## src/rtl/biou_pkg.sv

```systemverilog
// Shared types and constants for the box IoU core.
// Holds the input and output word layouts and the divider flag bundle.
// No dependencies.
package biou_pkg;

	localparam int IN_W    = 16;	// width of one coordinate field
	localparam int RATIO_W = 16;	// width of the ratio field and number of divide steps

	localparam logic [RATIO_W-1:0] RATIO_MAX = '1;

	typedef logic signed [IN_W-1:0] coord_t;

	typedef struct packed {
		coord_t a_top;
		coord_t a_left;
		coord_t a_bottom;
		coord_t a_right;
		coord_t b_top;
		coord_t b_left;
		coord_t b_bottom;
		coord_t b_right;
	} box_word_t;

	typedef struct packed {
		logic [RATIO_W-1:0] overlap_ratio;
		logic               empty_union;
	} iou_word_t;

	typedef struct packed {
		logic empty;	// union <= 0
		logic sat;	// quotient does not fit in RATIO_W bits
	} div_flags_t;

endpackage

```

## src/rtl/biou_geom.sv

```systemverilog
// Geometry front end: edge differences, areas, intersection and union.
// Three register stages (_s1.._s3). Depends on biou_pkg.
module biou_geom #(
	parameter int COORD_BITS = 16
) (
	input  logic                          clk,
	input  logic                          arst_n,
	input  logic                          en,
	input  logic                          box_valid,
	input  biou_pkg::box_word_t           box,
	output logic                          valid_s3,
	output logic signed [2*COORD_BITS+3:0] uni_s3,
	output logic [2*COORD_BITS-1:0]       inter_s3
);
	import biou_pkg::*;

	localparam int CW = COORD_BITS;
	localparam int AW = 2*COORD_BITS + 2;
	localparam int PW = 2*COORD_BITS;
	localparam int UW = 2*COORD_BITS + 4;

	// Keep the low COORD_BITS bits of a field as two's complement; wider
	// settings see the 16-bit field zero-extended.
	function automatic logic signed [CW-1:0] coord(input logic [IN_W-1:0] raw);
		logic [IN_W+CW-1:0] ext;
		ext = (IN_W+CW)'(raw);
		return ext[CW-1:0];
	endfunction

	logic signed [CW-1:0] at, al, ab, ar, bt, bl, bb, br;
	logic signed [CW-1:0] top_i, left_i, bot_i, right_i;

	always_comb begin
		at = coord(box.a_top);
		al = coord(box.a_left);
		ab = coord(box.a_bottom);
		ar = coord(box.a_right);
		bt = coord(box.b_top);
		bl = coord(box.b_left);
		bb = coord(box.b_bottom);
		br = coord(box.b_right);
		top_i   = (at > bt) ? at : bt;
		left_i  = (al > bl) ? al : bl;
		bot_i   = (ab < bb) ? ab : bb;
		right_i = (ar < br) ? ar : br;
	end

	// stage 1: extents
	logic               valid_s1;
	logic signed [CW:0] ah_s1, aw_s1, bh_s1, bw_s1, ih_s1, iw_s1;

	// stage 2: products
	logic                 valid_s2;
	logic signed [AW-1:0] area_a_s2, area_b_s2;
	logic [PW-1:0]        inter_s2;

	logic [CW-1:0] ihc, iwc;

	// negative intersection extents clamp to zero
	assign ihc = ih_s1[CW] ? '0 : ih_s1[CW-1:0];
	assign iwc = iw_s1[CW] ? '0 : iw_s1[CW-1:0];

	always_ff @(posedge clk or negedge arst_n) begin
		if (!arst_n) begin
			valid_s1 <= 1'b0;
			valid_s2 <= 1'b0;
			valid_s3 <= 1'b0;
		end else if (en) begin
			valid_s1 <= box_valid;
			valid_s2 <= valid_s1;
			valid_s3 <= valid_s2;
		end
	end

	always_ff @(posedge clk) begin
		if (en) begin
			ah_s1 <= (CW+1)'(ab) - (CW+1)'(at);
			aw_s1 <= (CW+1)'(ar) - (CW+1)'(al);
			bh_s1 <= (CW+1)'(bb) - (CW+1)'(bt);
			bw_s1 <= (CW+1)'(br) - (CW+1)'(bl);
			ih_s1 <= (CW+1)'(bot_i) - (CW+1)'(top_i);
			iw_s1 <= (CW+1)'(right_i) - (CW+1)'(left_i);

			area_a_s2 <= ah_s1 * aw_s1;
			area_b_s2 <= bh_s1 * bw_s1;
			inter_s2  <= iwc * ihc;

			uni_s3   <= UW'(area_a_s2) + UW'(area_b_s2) - signed'({4'b0000, inter_s2});
			inter_s3 <= inter_s2;
		end
	end

endmodule

```

## config.mk

```make
export PLATFORM = sky130hd
export DESIGN_NAME = biou_geom
export DESIGN_NICKNAME = d
export VERILOG_FILES = /design/src/rtl/biou_pkg.sv /design/src/rtl/biou_geom.sv
export SDC_FILE = /design/constraint.sdc
export NUM_CORES = 2
export LEC_CHECK = 0
export BUFFER_PORTS_ARGS = -buffer_cell sky130_fd_sc_hd__buf_4
export CAP_MARGIN = 20
export CORE_UTILIZATION = 57
export CTS_BUF_LIST = sky130_fd_sc_hd__clkbuf_8
export CTS_CLUSTER_DIAMETER = 60
export DETAILED_ROUTE_END_ITERATION = 10
export PLACE_DENSITY = 0.76
export SLEW_MARGIN = 20
export SYNTH_ARGS = -nofsm -noshare
export SYNTH_HDL_FRONTEND = slang
export SYNTH_SLANG_ARGS = --single-unit
```

## constraint.sdc

```tcl
create_clock -name clk -period 6.6 [get_ports clk]
set_input_delay 0 -clock clk [delete_from_list [all_inputs] [get_ports clk]]
set_output_delay 0 -clock clk [all_outputs]
set_load 0.01 [all_outputs]
```

### Word-level counts from Yosys, hierarchy flattened

Cells that the tools add are included.

| word-level totals | value |
|---|---|
| register bits | 273 |
| output and inout port bits | 69 |
| word-level logic and storage cells | 35 |

| operators by class | value |
|---|---|
| add/subtract/negate cells | 8 |
| multiply operators | 3 |
| magnitude comparators | 4 |
| multiplexer cells | 6 |

Operators by type and width:

| cell | count |
|---|---|
| $sub 16x16->17 | 6 |
| $mux 16 | 6 |
| $mul 17x17->34 | 2 |
| $sub 35x33->36 | 1 |
| $add 34x34->35 | 1 |
| $gt 16x16->1 | 2 |
| $lt 16x16->1 | 2 |
| $mul 16x16->32 | 1 |

### Longest topological paths before layout

| logic depth | value |
|---|---|
| word-level depth | 3 |
| gate-level depth with buffers | 27 |
| gate-level depth less buffers | 24 |

### Least setup slack after synthesis

Ideal clock, no wire load.

| timing | value |
|---|---|
| path type | register -> register |
| start point | register ih_s1[16] |
| end point | register inter_s2[31] (data pin) |
| data arrival time | 6490 ps |
| data required time | 6341 ps |
| slack | -149 ps |
| stages on the path, launching flop included | 27 |
| path buffers | 2 |
| period minus slack after synthesis | 6749 ps |
| path through | edfxtp_1 > clkbuf_1 > nor2b_1 > clkbuf_1 > nand2_1 > fa_1 > inv_1 > fa_1 > inv_1 > fa_1 > inv_1 > fa_1 > fa_1 > inv_1 > fa_1 > inv_1 > ha_1 > and3_1 > and3b_1 > a211oi_1 > a21boi_1 > a311oi_1 > a221oi_1 > o21ai_0 > nor2_1 > a21oi_1 > xnor2_1 |

| between the ends | value |
|---|---|
| cells in the longest elaborated chain, start to end | 2 |

RTL lines:

| what | line | source |
|---|---|---|
| start, declared | biou_geom.sv:50 | `logic signed [CW:0] ah_s1, aw_s1, bh_s1, bw_s1, ih_s1, iw_s1;` |
| start signal, assigned | biou_geom.sv:81 | `ih_s1 <= (CW+1)'(bot_i) - (CW+1)'(top_i);` |
| $mux 16 | biou_geom.sv:60 | `assign ihc = ih_s1[CW] ? '0 : ih_s1[CW-1:0];` |
| $mul 16x16->32 | biou_geom.sv:86 | `inter_s2 <= iwc * ihc;` |
| end signal, assigned | biou_geom.sv:86 |  |
| end, declared | biou_geom.sv:55 | `logic [PW-1:0] inter_s2;` |

No other way between the ends.
A chain may end at the register's enable or synchronous reset.

### Worst setup path in the final report

| timing | value |
|---|---|
| start point | register iw_s1[16] |
| end point | register inter_s2[31] (data pin) |

| between the ends | value |
|---|---|
| cells in the longest elaborated chain, start to end | 2 |

RTL lines:

| what | line | source |
|---|---|---|
| start, declared | biou_geom.sv:50 |  |
| start signal, assigned | biou_geom.sv:82 | `iw_s1 <= (CW+1)'(right_i) - (CW+1)'(left_i);` |
| $mux 16 | biou_geom.sv:61 | `assign iwc = iw_s1[CW] ? '0 : iw_s1[CW-1:0];` |
| $mul 16x16->32 | biou_geom.sv:86 |  |

No other way between the ends.

==> summary.txt <==
Logic synthesis
  – Cell taking the most area after synthesis: fa_1
  – Sequential fraction of the synthesis area: 0.171
  – Area contributors post-synth: fa_1, edfxtp_1, ha_1, inv_1, nand2_1
  – Post-synthesis simple-gate area fraction: 0.140
  – Avg Cell Area, Syn: 9.53 µm²
  – Most numerous cell in the Yosys netlist: inv_1
  – Area share of the largest cell type after synthesis: 0.346
  – Synth Area in Compound Gates: 0.0676
  – EDFF count, synth: 270
  – Register bit total from synthesis: 273
  – Post-Synth Adder-Cell Area: 0.469
  – Synth unique cells: 71
  – Synth top cells by count: inv_1, fa_1, nand2_1
  – Post-synth net total: 6434
  – Synth Area in XOR/XNOR: 0.0343
  – Largest family of logic cells by synthesized area: adder cells
  – YS warnings: 0
  – Async set-or-reset flop fraction in the synthesized netlist: 0.0110
  – Prevailing post-synth register cell: edfxtp_1
  – Post-synthesis mux area share: 0.0160
  – Cells after synthesis: 5008
  – Post-Syn Area: 47700 µm²

Placed design
  – Post-place setup slack: -0.0866 ns
  – Placed insts: 6376
  – Post-DP HPWL: 107 mm
  – Port bufs: 200
  – RePlAce Congestion: approximately 1.0

Routing
  – DR pass1 iterations: 6
  – Final WL: 129 mm
  – Vias per inst: 5.52
  – Wirelength per Cell: 19.4 µm
  – Routed Antenna Nets: 0
  – Vias: 36700
  – # DRC: 0
  – 1st-iter DRT viols: 2876

Flow run
  – Max Cap Viol: 0

Worst setup path
  – Worst path required time: between 7 and 8 ns
  – Maximum fanout along the worst path: 32
  – CP Launch Type: flip-flop
  – WS Path Type: flip-flop to flip-flop
  – WP data arrival: approximately 7 ns
  – Crit end category: flip-flop

Global route
  – Met2 usage: 0.502
  – Initial antenna violation count: 19
  – Largest net degree at the start of global routing: 117
  – Met1 Use GR: 0.407
  – Total global-route track usage: 0.309
  – Met3 usage: 0.0560
  – Busiest grt layer: met2
  – GR Overflow Total: 0
  – Vias in the first global route: 38000
  – First-pass GRT wire length: 203 mm

Floorplanning
  – Die Ht: 291 µm
  – Die W: 291 µm
  – Starting density of the core: 0.578
  – Num ports: 201
  – Rows: 105
  – CORE AREA: between 80000 and 90000 µm²
  – Die ar.: ~85000 µm²

Hold path
  – Worst hold-check path type: input pin to flip-flop

Cells and area
  – Final Net Count: 6962
  – Layout cell share with drive strength beyond 1: 0.118
  – Final Non-Filler Cells: 6658
  – Layout area overhead: 15.3%

Clock network
  – Clock slew at the register clock pins of the worst setup and hold paths: 0.06 ns
  – Worst-skew pair later-pin latency: roughly 0.69 ns
  – CTS sink cnt: 273
  – Clock buffer count from CTS: 54
  – TritonCTS clock tree: done
  – CTS Root Cell: clkbuf_8
  – H-tree Lvls: 2
  – CTS Buffer Depth: 3

Timing
  – Final worst slack: 0.00763 ns
  – Fmax: 152 MHz
  – Max-slew violations: 0
  – Final hold vios: 0
  – Max-Slew Margin vs Limit: 0.438
  – Tightest Pin Transition: 0.833 ns
  – Part of the cycle the worst path needs: 0.999
  – RSZ-0062 raised after global routing: yes
  – Final min period: approximately 6.6 ns
  – Clock Skews: 0.0628 ns
  – Endpoints failing setup: 0

Outcome
  – Outcome: complete, no violations
## metrics by stage
stage | util | hold WS, ns | TNS (ns) | area (µm²)
6_report | 0.667 | 0.0354 | 0 | 55000
5_1_grt | 0.667 | 0.0242 | -0.644 | 55000
4_1_cts | 0.658 | 0.00507 | 0 | 54300
2_1_floorplan | - | -0.296 | 0 | 47700
3_3_place_gp | 0.630 | -0.210 | 0 | 52000
3_5_place_dp | 0.630 | -0.207 | -0.177 | 52000
## layout by cell type, fill, tap and decap left out, types with 38 or more instances in the layout
| cell | count |
|---|---|
| ha_1 | 464 |
| a21oi_1 | 121 |
| inv_1 | 1159 |
| nor2b_1 | 63 |
| nand3_1 | 48 |
| nor2_1 | 284 |
| nand2_1 | 507 |
| a21o_1 | 60 |
| clkbuf_8 | 57 |
| buf_4 | 475 |
| nand2b_1 | 61 |
| mux2i_1 | 38 |
| nor3_1 | 41 |
| edfxtp_1 | 270 |
| fa_1 | 820 |
| xor2_1 | 41 |
| and2_1 | 287 |
| dlygate4sd3_1 | 114 |
| o21ai_0 | 103 |
| xnor2_1 | 146 |
## worst paths after layout
path                                             start                     end  slack (ns)  cells after the start
min in group asynchronous                       arst_n    valid_s1$_DFFE_PN0P_        0.19                      3
worst min register to register  inter_s2[15]$_DFFE_PP_  inter_s3[15]$_DFFE_PP_        0.48                      0
worst max register to register     iw_s1[16]$_DFFE_PP_  inter_s2[31]$_DFFE_PP_       0.008                     23
worst min-delay path                          box[101]      aw_s1[5]$_DFFE_PP_        0.04                      4
max in group asynchronous                       arst_n    valid_s2$_DFFE_PN0P_        6.27                      3
worst max-delay path               iw_s1[16]$_DFFE_PP_  inter_s2[31]$_DFFE_PP_       0.008                     23
## cells by family after synthesis
| logic type | count (synthesis) |
|---|---|
| AND/OR/NAND/NOR | 1396 |
| buffers and inverters | 1290 |
| multiplexers | 72 |
| AO/OA/AOI/OAI | 496 |
| flip-flops | 273 |
| XOR/XNOR | 187 |
| adder cells (fa/ha/maj) | 1294 |
## per-layer routing
metal  wire length (µm)  up-vias
met3              10800      310
li1                   -    16600
met4               5990       18
met2              59800     1558
met5                113        -
met1              52300    18200
## repair_timing
action,CTS,global route
resized for setup,3,61
hold buffers,114,0
endpoints found under the setup margin,5,24
pin swaps,1,21
gates cloned,0,1
endpoints found under the hold margin,166,0
setup buffers,8,51
## flip-flops by register name, indices dropped and copies added (netlist names), 17 cells and up
register   cells
bh_s1         17
uni_s3        36
area_a_s2     34
inter_s3      32
inter_s2      32
area_b_s2     34
aw_s1         17
iw_s1         17
bw_s1         17
ah_s1         17
ih_s1         17
## critical path: stages (launching register included)
cell and delay [ns]:
edfxtp_1 0.41, buf_12 0.18, nor2b_1 0.28, nand2_1 0.13, fa_1 0.52, fa_1 0.56
inv_1 0.05, fa_1 0.48, fa_1 0.54, fa_1 0.50, inv_1 0.05, fa_1 0.47
inv_1 0.04, ha_1 0.28, and3_1 0.18, and3b_1 0.16, a211oi_1 0.28, a21boi_4 0.29
a311oi_4 0.15, a221oi_2 0.31, o21ai_1 0.11, nor2_1 0.15, a21oi_1 0.10, xnor2_1 0.13
## final cells by class
class / instances / area [µm²]
Clock inverter: 43 / 332
Antenna cell: 8 / 20.0
Inverter: 1151 / 4320
Timing Repair Buffer: 611 / 5090
Tap cell: 1070 / 1340
Clock buffer: 57 / 785
Sequential cell: 273 / 8180
Multi-Input combinational cell: 3445 / 35000
Fill cell: 6474 / 27500
Power is not shown: default switching activity piles up to over one toggle a cycle in this logic, so the estimate is an artifact.
