**src/rtl/biou_pkg.sv**
```systemverilog
// Shared types and constants for the box IoU core.
// Holds the input and output word layouts and the divider flag bundle.
// No dependencies.
package biou_pkg;

	localparam int IN_W    = 16;	// width of one coordinate field
	localparam int RATIO_W = 16;	// width of the ratio field and number of divide steps

	localparam logic [RATIO_W-1:0] RATIO_MAX = '1;

	typedef logic signed [IN_W-1:0] coord_t;

	typedef struct packed {
		coord_t a_top;
		coord_t a_left;
		coord_t a_bottom;
		coord_t a_right;
		coord_t b_top;
		coord_t b_left;
		coord_t b_bottom;
		coord_t b_right;
	} box_word_t;

	typedef struct packed {
		logic [RATIO_W-1:0] overlap_ratio;
		logic               empty_union;
	} iou_word_t;

	typedef struct packed {
		logic empty;	// union <= 0
		logic sat;	// quotient does not fit in RATIO_W bits
	} div_flags_t;

endpackage

```
**src/rtl/biou_div_step.sv**
```systemverilog
// One registered restoring-division step: one quotient bit per stage.
// Carries divisor, remaining dividend bits and flags alongside. Depends on biou_pkg.
module biou_div_step #(
	parameter int RW = 36
) (
	input  logic                      clk,
	input  logic                      arst_n,
	input  logic                      en,
	input  logic                      valid_in,
	input  logic [RW-1:0]             rem_in,
	input  logic [RW-1:0]             dvs_in,
	input  logic [biou_pkg::RATIO_W-1:0] low_in,
	input  logic [biou_pkg::RATIO_W-1:0] quo_in,
	input  biou_pkg::div_flags_t      flags_in,
	output logic                      valid_sn,
	output logic [RW-1:0]             rem_sn,
	output logic [RW-1:0]             dvs_sn,
	output logic [biou_pkg::RATIO_W-1:0] low_sn,
	output logic [biou_pkg::RATIO_W-1:0] quo_sn,
	output biou_pkg::div_flags_t      flags_sn
);
	import biou_pkg::*;

	logic [RW:0] trial, diff;
	logic        ge;

	always_comb begin
		trial = {rem_in, low_in[RATIO_W-1]};
		diff  = trial - {1'b0, dvs_in};
		ge    = trial >= {1'b0, dvs_in};
	end

	always_ff @(posedge clk or negedge arst_n) begin
		if (!arst_n) begin
			valid_sn <= 1'b0;
		end else if (en) begin
			valid_sn <= valid_in;
		end
	end

	always_ff @(posedge clk) begin
		if (en) begin
			rem_sn   <= ge ? diff[RW-1:0] : trial[RW-1:0];
			dvs_sn   <= dvs_in;
			low_sn   <= {low_in[RATIO_W-2:0], 1'b0};
			quo_sn   <= {quo_in[RATIO_W-2:0], ge};
			flags_sn <= flags_in;
		end
	end

endmodule

```
**src/rtl/biou_div.sv**
```systemverilog
// Pipelined divider: floor(inter * 2^RATIO_FRAC_BITS / union), saturated.
// One setup stage (_s4) then RATIO_W biou_div_step stages. Depends on biou_pkg.
module biou_div #(
	parameter int COORD_BITS      = 16,
	parameter int RATIO_FRAC_BITS = 16
) (
	input  logic                           clk,
	input  logic                           arst_n,
	input  logic                           en,
	input  logic                           valid_in,
	input  logic signed [2*COORD_BITS+3:0] uni_in,
	input  logic [2*COORD_BITS-1:0]        inter_in,
	output logic                           valid_out,
	output biou_pkg::iou_word_t            result
);
	import biou_pkg::*;

	localparam int RW = 2*COORD_BITS + 4;
	localparam int NW = 2*COORD_BITS + RATIO_FRAC_BITS;
	localparam int XW = (NW > RW + RATIO_W) ? NW : RW + RATIO_W;
	localparam int HW = XW - RATIO_W;

	logic [XW-1:0] num;
	logic [HW-1:0] num_hi, dvs_ext;
	div_flags_t    flags_d;

	always_comb begin
		num     = XW'(inter_in) << RATIO_FRAC_BITS;
		num_hi  = num[XW-1:RATIO_W];
		dvs_ext = HW'(unsigned'(uni_in));
		flags_d.empty = uni_in[RW-1] || (uni_in == '0);
		// quotient >= 2^RATIO_W exactly when the top part already reaches the divisor
		flags_d.sat   = num_hi >= dvs_ext;
	end

	logic [RW-1:0]      rem_c   [0:RATIO_W];
	logic [RW-1:0]      dvs_c   [0:RATIO_W];
	logic [RATIO_W-1:0] low_c   [0:RATIO_W];
	logic [RATIO_W-1:0] quo_c   [0:RATIO_W];
	div_flags_t         flags_c [0:RATIO_W];
	logic               valid_c [0:RATIO_W];

	logic               valid_s4;
	logic [RW-1:0]      rem_s4, dvs_s4;
	logic [RATIO_W-1:0] low_s4;
	div_flags_t         flags_s4;

	always_ff @(posedge clk or negedge arst_n) begin
		if (!arst_n) begin
			valid_s4 <= 1'b0;
		end else if (en) begin
			valid_s4 <= valid_in;
		end
	end

	always_ff @(posedge clk) begin
		if (en) begin
			rem_s4   <= num_hi[RW-1:0];
			dvs_s4   <= unsigned'(uni_in);
			low_s4   <= num[RATIO_W-1:0];
			flags_s4 <= flags_d;
		end
	end

	assign valid_c[0] = valid_s4;
	assign rem_c[0]   = rem_s4;
	assign dvs_c[0]   = dvs_s4;
	assign low_c[0]   = low_s4;
	assign quo_c[0]   = '0;
	assign flags_c[0] = flags_s4;

	for (genvar k = 0; k < RATIO_W; k++) begin : g_step
		biou_div_step #(
			.RW(RW)
		) u_step (
			.clk      (clk),
			.arst_n   (arst_n),
			.en       (en),
			.valid_in (valid_c[k]),
			.rem_in   (rem_c[k]),
			.dvs_in   (dvs_c[k]),
			.low_in   (low_c[k]),
			.quo_in   (quo_c[k]),
			.flags_in (flags_c[k]),
			.valid_sn (valid_c[k+1]),
			.rem_sn   (rem_c[k+1]),
			.dvs_sn   (dvs_c[k+1]),
			.low_sn   (low_c[k+1]),
			.quo_sn   (quo_c[k+1]),
			.flags_sn (flags_c[k+1])
		);
	end

	assign valid_out = valid_c[RATIO_W];

	always_comb begin
		result.empty_union = flags_c[RATIO_W].empty;
		if (flags_c[RATIO_W].empty) begin
			result.overlap_ratio = '0;
		end else if (flags_c[RATIO_W].sat) begin
			result.overlap_ratio = RATIO_MAX;
		end else begin
			result.overlap_ratio = quo_c[RATIO_W];
		end
	end

endmodule

```
**config.mk**
```make
export PLATFORM = sky130hd
export DESIGN_NAME = biou_div
export DESIGN_NICKNAME = d
export VERILOG_FILES = /design/src/rtl/biou_pkg.sv /design/src/rtl/biou_div_step.sv /design/src/rtl/biou_div.sv
export SDC_FILE = /design/constraint.sdc
export NUM_CORES = 2
export LEC_CHECK = 0
export BUFFER_PORTS_ARGS = -buffer_cell sky130_fd_sc_hd__buf_2
export CORE_MARGIN = 2
export CORE_UTILIZATION = 35
export CTS_CLUSTER_DIAMETER = 80
export CTS_CLUSTER_SIZE = 28
export DETAILED_ROUTE_END_ITERATION = 10
export HOLD_SLACK_MARGIN = 0.03
export PLACE_DENSITY = 0.52
export SYNTH_ARGS = -nofsm -noshare
export SYNTH_HDL_FRONTEND = slang
export SYNTH_SLANG_ARGS = --single-unit
export TNS_END_PERCENT = 100
```
**constraint.sdc**
```tcl
create_clock -name clk -period 4.1 [get_ports clk]
set_input_delay 0.82 -clock clk [delete_from_list [all_inputs] [get_ports clk]]
set_output_delay 0.82 -clock clk [all_outputs]
set_load 0.01 [all_outputs]
```
Word-level counts from Yosys, hierarchy flattened
Index checks and enable logic that the tools add are counted.

Logic and storage cells: 165. Flip-flop bits (word level): 1335. Input port bits: 72. Output and inout bits: 18.

Multiplexer cells: 17. Reductions and logical operators: 2. Add/subtract/negate cells: 15. Magnitude comparators: 17.

Operators with widths (number): $ge A37 B36 Y1 (15); $mux W36 (14); $sub A36 B36 Y36 (14); $ge A32 B36 Y1 (1); $ge A33 B36 Y1 (1); $logic_not A36 Y1 (1); $sub A33 B36 Y36 (1); $mux W33 (1); $mux W16 (2); $logic_or A1 B1 Y1 (1).

Depth between registers and ports, before layout
Depth after elaboration: 2. Mapped depth: 16. Depth with buffers taken out: 14.

Hierarchy
From an unflattened synthesis, not the netlist that was laid out.

Cell total of the unflattened synthesis: 8107. Area total of the unflattened synthesis: 94266.7 um2.

By module, submodules not included: biou_div_step (g_step[10].u_step ...) (area each 5675.4 um2, cells each 490, sequential area each 3178.0 um2, times used 11); biou_div_step (g_step[0].u_step ...) (area each 5744.3 um2, cells each 496, sequential area each 3178.0 um2, times used 4); biou_div_step (g_step[14].u_step) (area each 5676.7 um2, cells each 500, sequential area each 3178.0 um2, times used 1); biou_div (area each 3183.1 um2, cells each 233, sequential area each 2127.0 um2, times used 1).

Worst setup path before layout
Ideal clock, no wire load.

Path type: reg-to-reg. Start: reg g_step[1].u_step.dvs_sn[0]. End: reg g_step[2].u_step.rem_sn[34], data pin. Data required time: 3948 ps. Path slack: 856 ps. Arrival: 3092 ps. Clock period less this slack: 3244 ps. Cell stages (with the launch flop): 12. Library setup time: 152 ps. Buffers on the path: 0. Cells stage by stage: edfxtp_1 > fa_1 > and2b_1 > o31a_1 > o211ai_1 > a32oi_2 > a31oi_1 > or3_1 > a31o_1 > o311a_1 > or3_1 > a31oi_1.

Cells in the longest elaborated chain, start to end: 2. Elaborated cells on any way between the ends: 3. Those cells by class: add/sub (1); order compare (1); mux (1).

Ends and longest elaborated chain: start, declared (line biou_div_step.sv:17) `output logic [RW-1:0] dvs_sn,`; start signal, assigned (line biou_div_step.sv:44) `dvs_sn <= dvs_in;`; $sub A36 B36 Y36 / $ge A37 B36 Y1 (equally long branches) (line biou_div_step.sv:29, biou_div_step.sv:30); $mux W36 * (line biou_div_step.sv:43) `rem_sn <= ge ? diff[RW-1:0] : trial[RW-1:0];`; end signal, assigned (line biou_div_step.sv:43); end, declared (line biou_div_step.sv:16) `output logic [RW-1:0] rem_sn,`.

Every way passes the cells marked *; elsewhere a longest branch is shown, timed or not. A chain may end at the register's enable or synchronous reset.

Worst setup path after layout
Start: reg g_step[8].u_step.rem_sn[8]. End: reg g_step[9].u_step.rem_sn[34], data pin.

Cells in the longest elaborated chain, start to end: 2. Elaborated cells on any way between the ends: 3. Those cells by class: add/sub (1); order compare (1); mux (1).

Ends and longest elaborated chain (line): start, declared (biou_div_step.sv:16); start signal, assigned (biou_div_step.sv:43); $sub A36 B36 Y36 / $ge A37 B36 Y1 (equally long branches) (biou_div_step.sv:29, biou_div_step.sv:30); $mux W36 * (biou_div_step.sv:43); end signal, assigned (biou_div_step.sv:43); end, declared (biou_div_step.sv:16).

Marked as above.

==> results.json <==
{
  "cap_violations": 0,
  "setup_viol": 0,
  "end_kind": "flip-flop",
  "period_minus_slack_ns": 3.913,
  "p_leak_uw": 0.03524,
  "num_vias": 52050,
  "grt_pass1_vias": 53640,
  "postSynthCellCount": 7037,
  "grt-ovfl-total": 0,
  "dpl.hpwl_um": 137900,
  "finalCritPeriodShare_pct": 95.43,
  "drt-pass1-iter-count": 5,
  "startpoint_type": "flip-flop",
  "rsz0062_at_grt": "no",
  "synthTopCellsByArea": "edfxtp_1 (51%), ha_1 (9.8%), a21oi_1 (4.2%), inv_1 (3.7%), xnor2_1 (3.1%)",
  "grt_max_degree": 124,
  "groute.usage.overall_pct": 15.51,
  "cts_tree": "yes",
  "arrival_ns": 4.38,
  "drc": 0,
  "ys_seq_area_share_pct": 51.94,
  "clock_skew_ns": 0.04020,
  "min_path_type": "in2reg",
  "clk_pin_slew_ns": 0.09,
  "cts_root_buf": "clkbuf_16",
  "ant_nets": 0,
  "synth_edf_count": 1318,
  "routedWlPerCell_um": 17.21,
  "peakVddDrop_mv": 0.3657,
  "drive_gt1_share_pct": 9.413,
  "nFillCells": 20960,
  "syn_avg_cell_area_um2": 10.94,
  "p_per_area_nw_per_um2": 700.9,
  "io_pins": 90,
  "fin_cells": 10200,
  "cts_made_buffers": 91,
  "synthArstFlopShare_pct": 1.273,
  "die_y_um": 473.1,
  "total_power_uw": 60030,
  "cp.required_ns": 4.57,
  "final_cell_mix": "edfxtp_1 (1318), inv_1 (763), a21oi_1 (645)",
  "r2r-start": "g_step[8].u_step.rem_sn[8]",
  "start_util_pct": 35.12,
  "r2r_cells": 11,
  "worst_pin_slew_ns": 1.052,
  "synthesis.nets": 7728,
  "cts.htree.levels": 3,
  "dieArea_um2": 223800,
  "synth_ff_type": "edfxtp_1",
  "final_nets": 7945,
  "drt_iter0_markers": 2330,
  "synth-seq-cells": 1335,
  "vias_per_cell": 5.102,
  "min_delay_path_depth": 1,
  "synth_cell_type_count": 100,
  "reg2reg_to": "g_step[9].u_step.rem_sn[34]",
  "path_class": "reg2reg",
  "cp_max_fo": 5,
  "rows": 172,
  "r2r_slack_ns": 0.19,
  "place_inst": 10030,
  "grt_pass1_wl_um": 279400,
  "final_common_cell": "edfxtp_1",
  "fmax_mhz": 255.6,
  "slew_headroom_pct": 28.03,
  "dieWidth_um": 473.1,
  "areaGrowthSynthToFinish_pct": 11.20,
  "holdCritStartpoint": "inter_in[9]",
  "clock_sinks": 1335,
  "place_congestion": 0.9254,
  "portBuffers": 89,
  "ys.warnings.count": 0,
  "hold_path_end": "rem_s4[9]",
  "final-hold-violation-count": 0,
  "clkLatencyLatePin_ns": 0.77,
  "critPathLaunch": "g_step[8].u_step.rem_sn[8]",
  "slew_violations": 0,
  "core_area_um2": 219300,
  "antenna_found_initial": 2,
  "drt-total-wl_um": 175600,
  "status": "completed",
  "yosysTopAreaCell": "edfxtp_1",
  "cts_max_path_buffers": 3,
  "netlist_area_um2": 77010,
  "yosysTopAreaCellShare_pct": 51.39
}
per-stage QoR:
stage	util, %	TNS [ns]	hold slack, ns	setup WS [ns]	instance area, um2
global placement	37.52	-0.4569	0.4008	-0.4569	82280
detailed placement	37.52	0	0.4045	0.1401	82280
CTS	39.05	0	0.1691	0.09532	85630
finish	39.05	0	0.2508	0.1873	85640
floorplan	-	0	0.4003	0.8564	77010
global route	39.05	0	0.1940	0.0007203	85640
sequential cells by signal, indices dropped and copies added, names as in the netlist:
signal,flops
rem_s4,32
g_step.u_step.flags_sn,32
flags_c,2
g_step.u_step.valid_sn,16
g_step.u_step.rem_sn,540
dvs_s4,36
g_step.u_step.quo_sn,136
g_step.u_step.dvs_sn,540
valid_s4,1
cells by family (layout without fill, tap and decap cells):
| kind of cell | Yosys count | after routing | synth area share [%] |
|---|---|---|---|
| compound gates | 1929 | 1929 | 15.78 |
| xor+xnor | 454 | 454 | 5.163 |
| fa+ha+maj | 619 | 619 | 10.20 |
| buf+inv | 930 | 1223 | 4.669 |
| flops | 1335 | 1335 | 51.94 |
| mux | 169 | 169 | 2.458 |
| other cells | 0 | 1 | 0 |
| simple gates | 1601 | 1601 | 9.780 |
cells in the mapped netlist, drive strengths merged (18+ instances only):
library cell and number:
nand2 454, clkbuf 103, xor2 184, ha 604
mux2 161, nand3 118, inv 765, edfxtp 1318
a221oi 18, or2 24, and3 64, nand4 81
nor2b 77, o21ai 429, o21bai 88, a31oi 61
buf 61, o31ai 48, nor2 494, a21oi 648
nand2b 82, nor3 69, a21o 281, or3 29
o211ai 29, o21a 71, nor4 24, a211oi 31
and2 30, xnor2 270
worst max path at each step:
stage,endpoint,slack [ns],cells past startpoint
2_1_floorplan,g_step[2].u_step.rem_sn[34],0.86,11
3_3_place_gp,g_step[15].u_step.quo_sn[0],-0.46,11
3_5_place_dp,g_step[5].u_step.rem_sn[14],0.14,13
4_1_cts,g_step[5].u_step.rem_sn[20],0.1,13
5_1_grt,g_step[4].u_step.rem_sn[22],0.0007,16
6_report,g_step[9].u_step.rem_sn[34],0.19,11
final cells by class:
type / instances / area (um2) / area share (%)
inverters: 766 / 2878 / 3.360
flip-flops and latches: 1335 / 40000 / 46.71
diodes: 1 / 2.502 / 0.002922
well taps: 2871 / 3592 / 4.194
clock inverters: 73 / 996.0 / 1.163
multi-input cells: 4772 / 33510 / 39.13
clock buffers: 96 / 2337 / 2.729
repair buffers: 288 / 2317 / 2.706
worst max-delay path, cell delays in order (launching register included):
cell and delay [ns]:
edfxtp_1 0.43, ha_1 0.39, o211a_1 0.26, o311a_1 0.36, a221o_1 0.34, a211oi_1 0.49
nor3_1 0.22, o21bai_1 0.37, a21oi_1 0.19, o21a_1 0.22, o31ai_1 0.23, o22ai_1 0.12
what timing repair did:
item	4_1_cts	5_1_grt
hold buffers	1	0
setup buffers	0	0
setup endpoints to repair	0	21
endpoints found under the hold margin	17	0
gates resized for setup	0	5
where the power goes:
group          internal, uW  total (uW)  leakage (uW)  switching, uW
combinational         12400       28300        0.0205          15900
sequential            19800       21500        0.0131           1740
clock                  4830       10200       0.00160           5380
total                 37000       60000        0.0352          23000
layer usage:
layer	vias up	part of all wire, %	track usage, %
met1	24630	38	15.39
met5	-	0	0
li1	26120	-	-
met3	437	2.2	1.750
met4	0	6.9	9.713
met2	869	53	30.35
Note: power is estimated with default switching activity, not from simulation.
